[src/design/tla_pkg.sv]
// constants and lookup table for the thermistor linearizer and averager
`timescale 1ns / 1ps

package tla_pkg;

  localparam int CHAN_W        = 5;
  localparam int RAW_W         = 16;
  localparam int TEMP_W        = 17;
  localparam int X_W           = 12;
  localparam int SLOPE_W       = 10;
  localparam int TABLE_ENTRIES = 120;
  localparam int IDX_W         = $clog2(TABLE_ENTRIES);
  localparam int AVG_DEPTH_DEF = 10;

  localparam logic [RAW_W-1:0] RAW_MASK = 16'hFFF0;

  // y of entry i is Y_BASE + Y_STEP * i
  localparam int Y_BASE = 10000;
  localparam int Y_STEP = 1000;
  localparam int Y_MAX  = Y_BASE + Y_STEP * (TABLE_ENTRIES - 1);

  // configuration register indexes
  localparam logic CFG_HEATER = 1'b0;
  localparam logic CFG_INLET  = 1'b1;

  localparam logic [CHAN_W-1:0] HEATER_CH_RST = 5'd2;
  localparam logic [CHAN_W-1:0] INLET_CH_RST  = 5'd5;

  // descending raw value breakpoints
  localparam logic [X_W-1:0] LUT_X [TABLE_ENTRIES] = '{
    12'd3624, 12'd3603, 12'd3581, 12'd3558, 12'd3534, 12'd3509, 12'd3484, 12'd3458,
    12'd3432, 12'd3404, 12'd3376, 12'd3347, 12'd3318, 12'd3287, 12'd3256, 12'd3225,
    12'd3192, 12'd3159, 12'd3126, 12'd3091, 12'd3056, 12'd3021, 12'd2985, 12'd2948,
    12'd2911, 12'd2873, 12'd2835, 12'd2797, 12'd2758, 12'd2718, 12'd2679, 12'd2639,
    12'd2598, 12'd2558, 12'd2517, 12'd2476, 12'd2435, 12'd2394, 12'd2353, 12'd2312,
    12'd2271, 12'd2229, 12'd2186, 12'd2147, 12'd2106, 12'd2066, 12'd2025, 12'd1985,
    12'd1945, 12'd1905, 12'd1866, 12'd1826, 12'd1788, 12'd1749, 12'd1711, 12'd1674,
    12'd1637, 12'd1600, 12'd1564, 12'd1529, 12'd1493, 12'd1459, 12'd1425, 12'd1391,
    12'd1358, 12'd1326, 12'd1294, 12'd1263, 12'd1232, 12'd1202, 12'd1173, 12'd1144,
    12'd1115, 12'd1088, 12'd1060, 12'd1034, 12'd1008, 12'd982,  12'd957,  12'd933,
    12'd909,  12'd886,  12'd863,  12'd841,  12'd819,  12'd798,  12'd778,  12'd758,
    12'd738,  12'd719,  12'd700,  12'd682,  12'd664,  12'd647,  12'd630,  12'd614,
    12'd598,  12'd583,  12'd569,  12'd553,  12'd538,  12'd524,  12'd511,  12'd498,
    12'd485,  12'd472,  12'd460,  12'd448,  12'd437,  12'd426,  12'd415,  12'd404,
    12'd394,  12'd384,  12'd374,  12'd364,  12'd355,  12'd346,  12'd337,  12'd329
  };

endpackage

[src/design/thermistor_linearize_average.sv]
// thermistor linearizer with per-sensor moving average over a ring memory
`timescale 1ns / 1ps

// Takes one ADC scan beat on the in_ stream and returns exactly one result beat on
// the out_ stream. Words flagged invalid, or on a channel other than the heater or
// inlet channel, go straight to the response state and give a result with updated low.
// A matched word walks the breakpoint table one entry a cycle, divides the segment
// rise by its run in a shift-subtract divider (one bit a cycle), multiplies, checks
// range and writes the sample into the sensor's ring in a single-port-write memory
// (a word out of range sets the sensor's fault bit instead). Once the ring has
// filled, the mean is formed by reading it back one entry a cycle and one multiply
// by the reciprocal of AVG_DEPTH.
// One item is in work at a time; in_tready is high only while the block is idle.
// The result sits in an output register, so the next beat is taken while it waits;
// a stalled receiver holds the block only when the next result is ready to go.
// Reset (rst_n low at a clock edge) clears fill state, averages, faults and the
// channel registers to 2 and 5; ring contents need no clearing.
// cfg_ writes are taken at any edge with cfg_wr_en high, meant for idle times.
module thermistor_linearize_average #(
  parameter int AVG_DEPTH = tla_pkg::AVG_DEPTH_DEF
) (
  input  logic                      clk,
  input  logic                      rst_n,
  input  logic                      in_tvalid,
  output logic                      in_tready,
  input  logic [23:0]               in_tdata,   // adc_channel[4:0], raw_sample[20:5]
  input  logic                      in_tuser,   // word_invalid
  output logic                      out_tvalid,
  input  logic                      out_tready,
  output logic [23:0]               out_tdata,  // average_temp[16:0], average_ready[17],
                                                // sensor_errors[19:18]
  output logic [1:0]                out_tuser,  // updated[0], sensor_index[1]
  input  logic                      cfg_wr_en,
  input  logic                      cfg_index,
  input  logic [tla_pkg::CHAN_W-1:0] cfg_wdata
);

  localparam int POS_W   = $clog2(AVG_DEPTH);
  localparam int K_W     = $clog2(AVG_DEPTH + 1);
  localparam int ADDR_W  = $clog2(2 * AVG_DEPTH);
  localparam int SUM_W   = tla_pkg::TEMP_W + $clog2(AVG_DEPTH);
  localparam int DVD_W   = tla_pkg::SLOPE_W;
  localparam int DVS_W   = tla_pkg::X_W;
  localparam int CNT_W   = $clog2(DVD_W);
  localparam int PROD_W  = tla_pkg::X_W + tla_pkg::SLOPE_W;
  localparam int VAL_W   = PROD_W + 1;
  localparam int IDX_W   = tla_pkg::IDX_W;
  localparam int TEMP_W  = tla_pkg::TEMP_W;
  localparam int X_W     = tla_pkg::X_W;
  localparam int MEM_D   = 2 * AVG_DEPTH;
  localparam int RCP_SH  = SUM_W + $clog2(AVG_DEPTH);
  localparam int RCP_W   = SUM_W + 1;
  localparam int MPY_W   = SUM_W + RCP_W;
  // rounded-up reciprocal, exact floor division for every sum that fits SUM_W
  localparam logic [RCP_W-1:0] RCP_M =
    RCP_W'(((64'd1 << RCP_SH) + 64'(AVG_DEPTH) - 64'd1) / 64'(AVG_DEPTH));

  typedef enum logic [8:0] {
    ST_IDLE   = 9'b000000001,
    ST_SEARCH = 9'b000000010,
    ST_SDIV   = 9'b000000100,
    ST_MUL    = 9'b000001000,
    ST_CHECK  = 9'b000010000,
    ST_WRITE  = 9'b000100000,
    ST_SUM    = 9'b001000000,
    ST_ADIV   = 9'b010000000,
    ST_RESP   = 9'b100000000
  } state_t;

  state_t                      state_r, state_nxt;
  logic [tla_pkg::CHAN_W-1:0]  heater_ch_r, heater_ch_nxt;
  logic [tla_pkg::CHAN_W-1:0]  inlet_ch_r, inlet_ch_nxt;
  logic [tla_pkg::RAW_W-1:0]   raw_r, raw_nxt;
  logic                        sens_r, sens_nxt;
  logic                        upd_r, upd_nxt;
  logic [IDX_W-1:0]            idx_r, idx_nxt;
  logic [X_W-1:0]              prev_x_r, prev_x_nxt;
  logic [X_W-1:0]              diff_r, diff_nxt;
  logic [TEMP_W-1:0]           base_y_r, base_y_nxt;
  logic [tla_pkg::SLOPE_W-1:0] slope_r, slope_nxt;
  logic [PROD_W-1:0]           prod_r, prod_nxt;
  logic [TEMP_W-1:0]           temp_r, temp_nxt;
  logic [POS_W-1:0]            pos_r [2];
  logic [POS_W-1:0]            pos_nxt [2];
  logic [1:0]                  full_r, full_nxt;
  logic [TEMP_W-1:0]           avg_r [2];
  logic [TEMP_W-1:0]           avg_nxt [2];
  logic [1:0]                  fault_r, fault_nxt;
  logic [K_W-1:0]              k_r, k_nxt;
  logic                        rd_vld_r, rd_vld_nxt;
  logic [SUM_W-1:0]            sum_r, sum_nxt;
  logic [DVD_W-1:0]            div_quo_r, div_quo_nxt;
  logic [DVS_W-1:0]            div_rem_r, div_rem_nxt;
  logic [DVS_W-1:0]            div_d_r, div_d_nxt;
  logic [CNT_W-1:0]            div_cnt_r, div_cnt_nxt;
  logic                        out_valid_r, out_valid_nxt;
  logic [23:0]                 out_data_r, out_data_nxt;
  logic [1:0]                  out_user_r, out_user_nxt;

  logic [TEMP_W-1:0]           ring_mem [MEM_D];
  logic [TEMP_W-1:0]           mem_q;
  logic                        mem_we;
  logic [ADDR_W-1:0]           mem_waddr, mem_raddr, ring_base;

  logic [tla_pkg::CHAN_W-1:0]  in_chan;
  logic [tla_pkg::RAW_W-1:0]   in_raw;
  logic                        hit_h, hit_i;
  logic [X_W-1:0]              cur_x;
  logic [IDX_W-1:0]            idx_m1;
  logic [DVS_W:0]              div_sh;
  logic [DVS_W+1:0]            div_tr;
  logic                        div_ge;
  logic [DVS_W-1:0]            div_rem_step;
  logic [DVD_W-1:0]            div_quo_step;
  logic                        div_last;
  logic [VAL_W-1:0]            val;
  logic [POS_W-1:0]            pos_cur;
  logic [MPY_W-1:0]            avg_mpy;

  assign in_chan = in_tdata[4:0];
  assign in_raw  = in_tdata[20:5];
  assign hit_h   = !in_tuser && (in_chan == heater_ch_r);
  assign hit_i   = !in_tuser && !hit_h && (in_chan == inlet_ch_r);

  assign in_tready  = (state_r == ST_IDLE);
  assign out_tvalid = out_valid_r;
  assign out_tdata  = out_data_r;
  assign out_tuser  = out_user_r;

  assign cur_x  = tla_pkg::LUT_X[idx_r];
  assign idx_m1 = idx_r - IDX_W'(1);

  // shift-subtract divider step
  assign div_sh       = {div_rem_r, div_quo_r[DVD_W-1]};
  assign div_tr       = {1'b0, div_sh} - {2'b00, div_d_r};
  assign div_ge       = !div_tr[DVS_W+1];
  assign div_rem_step = div_ge ? div_tr[DVS_W-1:0] : div_sh[DVS_W-1:0];
  assign div_quo_step = {div_quo_r[DVD_W-2:0], div_ge};
  assign div_last     = (div_cnt_r == CNT_W'(DVD_W - 1));

  // ring sum times the reciprocal of the depth
  assign avg_mpy = MPY_W'(sum_r) * MPY_W'(RCP_M);

  assign val     = VAL_W'(base_y_r) + VAL_W'(prod_r);
  assign pos_cur = pos_r[sens_r];

  assign ring_base = sens_r ? ADDR_W'(AVG_DEPTH) : '0;
  assign mem_waddr = ring_base + ADDR_W'(pos_cur);
  assign mem_raddr = ring_base + ADDR_W'(k_r);
  assign mem_we    = (state_r == ST_WRITE);

  always_ff @(posedge clk) begin
    if (mem_we) begin
      ring_mem[mem_waddr] <= temp_r;
    end
    mem_q <= ring_mem[mem_raddr];
  end

  always_comb begin
    state_nxt     = state_r;
    heater_ch_nxt = heater_ch_r;
    inlet_ch_nxt  = inlet_ch_r;
    raw_nxt       = raw_r;
    sens_nxt      = sens_r;
    upd_nxt       = upd_r;
    idx_nxt       = idx_r;
    prev_x_nxt    = prev_x_r;
    diff_nxt      = diff_r;
    base_y_nxt    = base_y_r;
    slope_nxt     = slope_r;
    prod_nxt      = prod_r;
    temp_nxt      = temp_r;
    pos_nxt       = pos_r;
    full_nxt      = full_r;
    avg_nxt       = avg_r;
    fault_nxt     = fault_r;
    k_nxt         = k_r;
    rd_vld_nxt    = 1'b0;
    sum_nxt       = sum_r;
    div_quo_nxt   = div_quo_r;
    div_rem_nxt   = div_rem_r;
    div_d_nxt     = div_d_r;
    div_cnt_nxt   = div_cnt_r;
    out_valid_nxt = out_valid_r;
    out_data_nxt  = out_data_r;
    out_user_nxt  = out_user_r;

    if (out_valid_r && out_tready) begin
      out_valid_nxt = 1'b0;
    end

    if (cfg_wr_en) begin
      unique case (cfg_index)
        tla_pkg::CFG_HEATER: heater_ch_nxt = cfg_wdata;
        tla_pkg::CFG_INLET:  inlet_ch_nxt  = cfg_wdata;
        default:             heater_ch_nxt = heater_ch_r;
      endcase
    end

    unique case (state_r)
      ST_IDLE: begin
        if (in_tvalid) begin
          raw_nxt    = in_raw & tla_pkg::RAW_MASK;
          sens_nxt   = !hit_h;
          upd_nxt    = hit_h || hit_i;
          idx_nxt    = '0;
          prev_x_nxt = '0;
          state_nxt  = (hit_h || hit_i) ? ST_SEARCH : ST_RESP;
        end
      end
      ST_SEARCH: begin
        if (raw_r > {4'b0000, cur_x}) begin
          if (idx_r == '0) begin
            // above the first breakpoint: no segment to interpolate
            fault_nxt[sens_r] = 1'b1;
            state_nxt         = ST_RESP;
          end else begin
            div_d_nxt   = prev_x_r - cur_x;
            diff_nxt    = prev_x_r - raw_r[X_W-1:0];
            base_y_nxt  = TEMP_W'(tla_pkg::Y_BASE) + TEMP_W'(idx_m1) * TEMP_W'(tla_pkg::Y_STEP);
            div_quo_nxt = DVD_W'(tla_pkg::Y_STEP);
            div_rem_nxt = '0;
            div_cnt_nxt = '0;
            state_nxt   = ST_SDIV;
          end
        end else if (idx_r == IDX_W'(tla_pkg::TABLE_ENTRIES - 1)) begin
          // at or below the last breakpoint
          temp_nxt  = TEMP_W'(tla_pkg::Y_BASE);
          state_nxt = ST_WRITE;
        end else begin
          prev_x_nxt = cur_x;
          idx_nxt    = idx_r + IDX_W'(1);
        end
      end
      ST_SDIV: begin
        div_quo_nxt = div_quo_step;
        div_rem_nxt = div_rem_step;
        div_cnt_nxt = div_cnt_r + CNT_W'(1);
        if (div_last) begin
          slope_nxt = (div_d_r == '0) ? '0 : div_quo_step[tla_pkg::SLOPE_W-1:0];
          state_nxt = ST_MUL;
        end
      end
      ST_MUL: begin
        prod_nxt  = PROD_W'(diff_r) * PROD_W'(slope_r);
        state_nxt = ST_CHECK;
      end
      ST_CHECK: begin
        if (val >= VAL_W'(tla_pkg::Y_BASE) && val <= VAL_W'(tla_pkg::Y_MAX)) begin
          temp_nxt  = val[TEMP_W-1:0];
          state_nxt = ST_WRITE;
        end else begin
          fault_nxt[sens_r] = 1'b1;
          state_nxt         = ST_RESP;
        end
      end
      ST_WRITE: begin
        k_nxt   = '0;
        sum_nxt = '0;
        if (pos_cur == POS_W'(AVG_DEPTH - 1)) begin
          pos_nxt[sens_r]  = '0;
          full_nxt[sens_r] = 1'b1;
          state_nxt        = ST_SUM;
        end else begin
          pos_nxt[sens_r] = pos_cur + POS_W'(1);
          state_nxt       = full_r[sens_r] ? ST_SUM : ST_RESP;
        end
      end
      ST_SUM: begin
        // read issued one cycle, data added the next
        if (rd_vld_r) begin
          sum_nxt = sum_r + SUM_W'(mem_q);
        end
        if (k_r != K_W'(AVG_DEPTH)) begin
          rd_vld_nxt = 1'b1;
          k_nxt      = k_r + K_W'(1);
        end else begin
          state_nxt  = ST_ADIV;
        end
      end
      ST_ADIV: begin
        avg_nxt[sens_r] = avg_mpy[RCP_SH +: TEMP_W];
        state_nxt       = ST_RESP;
      end
      ST_RESP: begin
        if (!out_valid_r || out_tready) begin
          out_valid_nxt = 1'b1;
          out_user_nxt  = {upd_r & sens_r, upd_r};
          out_data_nxt  = {4'b0000, fault_r,
                           upd_r & full_r[sens_r],
                           upd_r ? avg_r[sens_r] : {TEMP_W{1'b0}}};
          state_nxt     = ST_IDLE;
        end
      end
      default: state_nxt = ST_IDLE;
    endcase
  end

  always_ff @(posedge clk) begin
    if (!rst_n) begin
      state_r     <= ST_IDLE;
      heater_ch_r <= tla_pkg::HEATER_CH_RST;
      inlet_ch_r  <= tla_pkg::INLET_CH_RST;
      pos_r[0]    <= '0;
      pos_r[1]    <= '0;
      full_r      <= '0;
      avg_r[0]    <= '0;
      avg_r[1]    <= '0;
      fault_r     <= '0;
      rd_vld_r    <= 1'b0;
      out_valid_r <= 1'b0;
    end else begin
      state_r     <= state_nxt;
      heater_ch_r <= heater_ch_nxt;
      inlet_ch_r  <= inlet_ch_nxt;
      pos_r       <= pos_nxt;
      full_r      <= full_nxt;
      avg_r       <= avg_nxt;
      fault_r     <= fault_nxt;
      rd_vld_r    <= rd_vld_nxt;
      out_valid_r <= out_valid_nxt;
    end
  end

  always_ff @(posedge clk) begin
    raw_r      <= raw_nxt;
    sens_r     <= sens_nxt;
    upd_r      <= upd_nxt;
    idx_r      <= idx_nxt;
    prev_x_r   <= prev_x_nxt;
    diff_r     <= diff_nxt;
    base_y_r   <= base_y_nxt;
    slope_r    <= slope_nxt;
    prod_r     <= prod_nxt;
    temp_r     <= temp_nxt;
    k_r        <= k_nxt;
    sum_r      <= sum_nxt;
    div_quo_r  <= div_quo_nxt;
    div_rem_r  <= div_rem_nxt;
    div_d_r    <= div_d_nxt;
    div_cnt_r  <= div_cnt_nxt;
    out_data_r <= out_data_nxt;
    out_user_r <= out_user_nxt;
  end

  // a ready average is only reported on an updated result
  a_ready_needs_update: assert property (@(posedge clk) disable iff (!rst_n)
    out_tvalid |-> (!out_tdata[17] || out_tuser[0]))
    else $error("average_ready without updated");

  // fault bits are sticky
  a_fault_sticky: assert property (@(posedge clk) disable iff (!rst_n)
    $past(rst_n) |-> ((fault_r & $past(fault_r)) == $past(fault_r)))
    else $error("sensor fault bit cleared");

  // a new result is only loaded from the response state
  a_out_from_resp: assert property (@(posedge clk) disable iff (!rst_n)
    $past(rst_n) && $rose(out_valid_r) |-> $past(state_r == ST_RESP))
    else $error("result loaded outside response state");

  // the mean pass only runs on a filled ring
  a_sum_when_full: assert property (@(posedge clk) disable iff (!rst_n)
    (state_r == ST_SUM) |-> full_r[sens_r])
    else $error("ring read before it filled");

endmodule
[config.mk]
export PLATFORM = sky130hd
export DESIGN_NAME = thermistor_linearize_average
export DESIGN_NICKNAME = d
export VERILOG_FILES = /design/src/design/tla_pkg.sv /design/src/design/thermistor_linearize_average.sv
export SDC_FILE = /design/constraint.sdc
export NUM_CORES = 2
export LEC_CHECK = 0
export BUFFER_PORTS_ARGS = -buffer_cell sky130_fd_sc_hd__buf_2
export CAP_MARGIN = 0
export CORE_UTILIZATION = 60
export CTS_CLUSTER_DIAMETER = 30
export CTS_CLUSTER_SIZE = 14
export DETAILED_ROUTE_END_ITERATION = 8
export PLACE_DENSITY = 0.77
export SYNTH_ARGS = -nofsm -noshare
export SYNTH_HDL_FRONTEND = slang
export SYNTH_SLANG_ARGS = --single-unit
[constraint.sdc]
create_clock -name clk -period 8.64 [get_ports clk]
set_input_delay 2.592 -clock clk [delete_from_list [all_inputs] [get_ports clk]]
set_output_delay 2.592 -clock clk [all_outputs]
set_load 0.01 [all_outputs]
## Word level (Yosys, flattened, before mapping)

Memories as Yosys holds them, arrays and structs flattened. A register that Yosys moved wholly into a read port is not among the register bits.
Index checks and enable logic that the tools add are counted.

- Add/subtract/negate cells: 13
- Multipliers: 3
- Divide/modulo/power cells: 0
- Magnitude comparators: 8
- Equality and inequality tests: 30
- Shift operators: 0
- Muxes and demuxes: 68
- Bitwise operators: 10
- Reductions and logical operators: 34

Operator list:

| cell | number |
|---|---|
| $mux W17 | 7 |
| $mux W9 | 11 |
| $mux W12 | 8 |
| $pmux W9 S9 | 1 |
| $pmux W12 S2 | 2 |
| $pmux W21 S2 | 1 |
| $mul A21 B20 Y40 const B | 1 |
| $bwmux W34 | 1 |
| $pmux W17 S2 | 1 |
| $mux W4 | 8 |
| $ne A2 B2 Y1 const B | 14 |
| $sub A12 B12 Y12 | 2 |
| $add A17 B22 Y23 | 1 |
| $ge A23 B14 Y1 const B | 1 |
| $le A23 B17 Y1 const B | 1 |
| $mul A12 B10 Y22 | 1 |
| $add A21 B17 Y21 | 1 |
| $mux W21 | 1 |
| $mux W7 | 3 |
| $mux W10 | 2 |
| $pmux W10 S2 | 1 |
| $reduce_and A2 Y1 | 9 |
| $add A14 B17 Y17 const A | 1 |
| $demux W17 S1 | 1 |
| 51 further kinds | 86 |

- Bits in registers: 263
- Latch bits: 0
- Memory bits (writable): 340
- Bits in read-only memories: 1,536
- Bits of input ports: 36
- Output and inout bits: 28
- Logic and storage cells: 198
- Memories: 2

Memory list:

| memory | words | bits a word | read ports | clocked after memory_dff | write ports | RTL line | text |
|---|---|---|---|---|---|---|---|
| (name not given) | 128 | 12 | 1 | 0 | 0 | thermistor_linearize_average.sv:130 | `assign cur_x = tla_pkg::LUT_X[idx_r];` |
| ring_mem | 20 | 17 | 1 | 1 | 1 | thermistor_linearize_average.sv:100 | `logic [TEMP_W-1:0] ring_mem [MEM_D];` |

## Logic depth before layout (Yosys ltp)

- Word-level depth: 9
- Mapped depth: 24
- Depth with buffers taken out: 24

## Worst setup path before layout

Ideal clock, no wire load.

- Path type: reg2reg
- Start: register sum_r[1]
- End: register avg_r[16] in the netlist's numbering
- Library setup time: 0.074 ns
- Arrival time: 6.435 ns
- Required time: 8.566 ns
- Setup slack: 2.131 ns
- Stages on the path, launching flop included: 22
- Buffers on the path: 0
- Period minus slack after synthesis: 6.509 ns
- Cell sequence: edfxtp_1 -> ha_1 -> xor2_1 -> ha_1 -> fa_1 -> fa_1 -> fa_1 -> fa_1 -> inv_1 -> fa_1 -> inv_1 -> ha_1 -> o211ai_1 -> a21oi_1 -> o311a_4 -> a22o_1 -> a211oi_4 -> a21oi_2 -> o21ai_1 -> nand2_1 -> or4_1 -> a31oi_1

- Longest elaborated chain between the ends: 2

Ends and longest elaborated chain:

| element | RTL line | text |
|---|---|---|
| start, declared | thermistor_linearize_average.sv:91 | `logic [SUM_W-1:0] sum_r, sum_nxt;` |
| start signal, assigned | thermistor_linearize_average.sv:337 | `sum_r <= sum_nxt;` |
| $mul A21 B20 Y40 | thermistor_linearize_average.sv:142 | `assign avg_mpy = MPY_W'(sum_r) * MPY_W'(RCP_M);` |
| $bwmux W34 | thermistor_linearize_average.sv:282 | `avg_nxt[sens_r] = avg_mpy[RCP_SH +: TEMP_W];` |
| end signal, assigned | thermistor_linearize_average.sv:318 | `avg_r <= avg_nxt;` |
| end, declared | thermistor_linearize_average.sv:86 | `logic [TEMP_W-1:0] avg_r [2];` |

No other way between the ends.
A chain may end at the register's enable or synchronous reset.

## Worst setup path in the final report

- Start: register sum_r[2]
- End: register avg_r[16] in the netlist's numbering

Same word-level chain as after synthesis.

==> impl_metrics.ini <==
[clocking]
hold_buffers = 0
cts_buffer_depth = 3
cts_max_level = 3
cts.clk_slew.worst_paths_ps = 50
cts.repair.resized = 0
cts_tree = done
post-cts-setup-buffer-count = 0
clk_latency_ps = 700
cts_buffers = 108
root_buffer = clkbuf_16
cts_sinks = 617

[global_route]
grt_pass1_wl_mm = 154
grt_pass1_vias = 27900
antenna_found_initial = 1
grt_max_degree = 78
grt.total_usage = 0.285
gr-total-overflow = 0

[synth]
yosysTopAreaCell = edfxtp_1
synth_seq_area_share = 0.435
syn_area_sq_um = 40700
synthFlopType = edfxtp_1
synth.avg_cell_area_sq_um = 12.2
synth_edf_count = 533
synth_cells = 3347
netlist.area_leader.share = 0.393
ys_ff_latch = 617
ys_warn_count = 0
synthTopCellsByArea = edfxtp_1, ha_1, fa_1
async_reset_ff_frac = 0
synthDistinctLibCells = 87

[timing]
slew_violations = 0
fin_ws_ps = 1480
relSlewSlack = 0.189
layout_min_cycle_time_ps = 7160
rsz0062_at_grt = false
min_period_over_period = 0.828
final.setup.tns_ps = 0
hold_viol = 0
max_freq_mhz = 140
worst_clock_skew_ps = 83.5
setup_viol = 0
tightest_slew_ps = 1210

[hold_path]
holdCritPathClass = flop to flop
whs_endpoint = out_tdata[18]
hold_start = fault_r[0]
min_path_cells = 0

[critical_path]
crit_buf_inv = 2
r2r-end = avg_r[16]
crit_chain = ha_1, xor2_1, ha_1, fa_1, fa_1, fa_1, fa_1, inv_1, fa_1, inv_1, ha_1, o211ai_1, a21oi_1, o311a_4, a22o_1, a211oi_4, a21oi_2, o21ai_1, nand2_1, or4_1, a31oi_1
r2r_cells = 21
required_ps = 9250
cpMaxStageDelayCell = edfxtp_1
crit_path_end_kind = flop
critPathKind = flop to flop
cp_top_family = adder cells
r2r_start = sum_r[2]
crit_path_start_kind = flop
rrSetupSlack_ps = 1480
cp_data_arrival_time_ps = 7770
crit_cells = 21
slowest_delay_ps = 550
critPathMaxFanout = 8
crit_top_cell = fa_1

[finish]
mostFrequentLayoutCell = edfxtp_1
finalNetCount = 4089
n_antenna_cell = 0
drive_gt1_frac = 0.128
areaGrowthSynthToFinish_pct = 12.3
layout_common_cells = edfxtp_1, inv_1, ha_1, fa_1, nand2_1

[die]
rows = 95
initial_utilization = 0.606
ios = 64
core_area_sq_um = 67200
die_h_um = 262
dieWidth_um = 262
die-area_sq_um = 68800

[pwr]
power.density_nw_per_um2 = 221
vdd_drop_max_uv = 543
power_w = 0.0101
p_leak_nw = 18.2

[drt]
postRouteAntennaNets = 0
via_count = 26700
avgViaCountPerCell = 6.07
first_pass_iters = 6
initialDrtViolationCount = 2464
routedWlPerCell_um = 22.0
drc = 0
drt_wl_total_mm = 96.7

[placed_design]
pre_cts_ws_ps = 1490
hpwl_mm = 65.2
place_congestion = 0.930
port_buffers = 52

[run_status]
outcome = complete, no violations

[run]
cap_violations = 0
power breakdown:
group / switching [W] / leakage [nW] / internal, W
combinational: 0.00135 / 11.3 / 0.00100
clock: 0.00160 / 1.81 / 0.00270
sequential: 0.0000300 / 5.08 / 0.00342
total: 0.00298 / 18.2 / 0.00711
final cells by class:
| type | instances | area, sq um |
|---|---|---|
| sequential | 617 | 17700 |
| multi-input combinational | 2198 | 21000 |
| timing repair buffer | 91 | 553 |
| fill | 4547 | 21500 |
| inverter | 412 | 1550 |
| tap | 873 | 1090 |
| clock inverter | 82 | 980 |
| clock buffer | 123 | 2780 |
sequential cells by signal, indices dropped and copies added, names as in the netlist, 5 cells and up:
name         count
ring_mem       340
avg_r           34
prod_r          22
sum_r           21
out_tdata       20
mem_q           17
temp_r          17
base_y_r        14
diff_r          12
div_d_r         12
div_rem_r       12
prev_x_r        12
raw_r           12
div_quo_r       10
slope_r         10
state_r          9
pos_r            8
idx_r            7
heater_ch_r      5
inlet_ch_r       5
metal layers:
layer | global-route usage | wire length, um | part of all wire | up-vias
li1 | - | - | - | 12100
met1 | 0.365 | 37900 | 0.39 | 13200
met2 | 0.494 | 49100 | 0.51 | 1129
met3 | 0.0434 | 6460 | 0.067 | 191
met4 | 0.105 | 3210 | 0.033 | 2
met5 | 0 | 13 | 0.00013 | -
synth_stat cells (all sizes together), types with 38 or more instances:
cell and instances:
nor2b 52, clkbuf 94, a21oi 123, ha 389, nand2 199, mux4 109
nor3 55, dfxtp 84, a21o 42, edfxtp 533, mux2i 38, fa 236
xnor2 77, nand3 70, inv 411, o21ai 100, xor2 59, nor2 184
and2 84
kinds of logic (layout without fill, tap and decap cells):
family | count (synthesis) | in the layout | synth area share
adders and majority gates | 625 | 625 | 0.236
other | 1 | 4 | 0.0000922
DFF | 617 | 617 | 0.435
and+or+nand+nor | 795 | 795 | 0.0970
xor gates and xnor gates | 136 | 136 | 0.0293
muxes | 172 | 172 | 0.0766
AOI/OAI and AO/OA | 466 | 466 | 0.0763
buffers and inverters | 535 | 708 | 0.0500
per-stage QoR:
step                utilization  instance area (sq um)  cells  hold WS, ps
floorplan                     -                  40700   3350          409
global placement          0.624                  41900   4191          443
detailed placement        0.624                  41900   4191          439
CTS                       0.680                  45700   4396          451
global route              0.680                  45700   4396          480
finish                    0.680                  45700   4396          453
worst max-delay path by stage:
stage / start / end / slack (ps)
final: sum_r[2] / avg_r[16] / 1480
after global routing: sum_r[5] / avg_r[16] / 1060
after CTS: sum_r[2] / avg_r[16] / 1490
after detailed placement: sum_r[2] / avg_r[16] / 1490
after global placement: sum_r[2] / avg_r[16] / 1630
after floorplan: sum_r[1] / avg_r[16] / 2130
(Power assumes the default switching activity.)
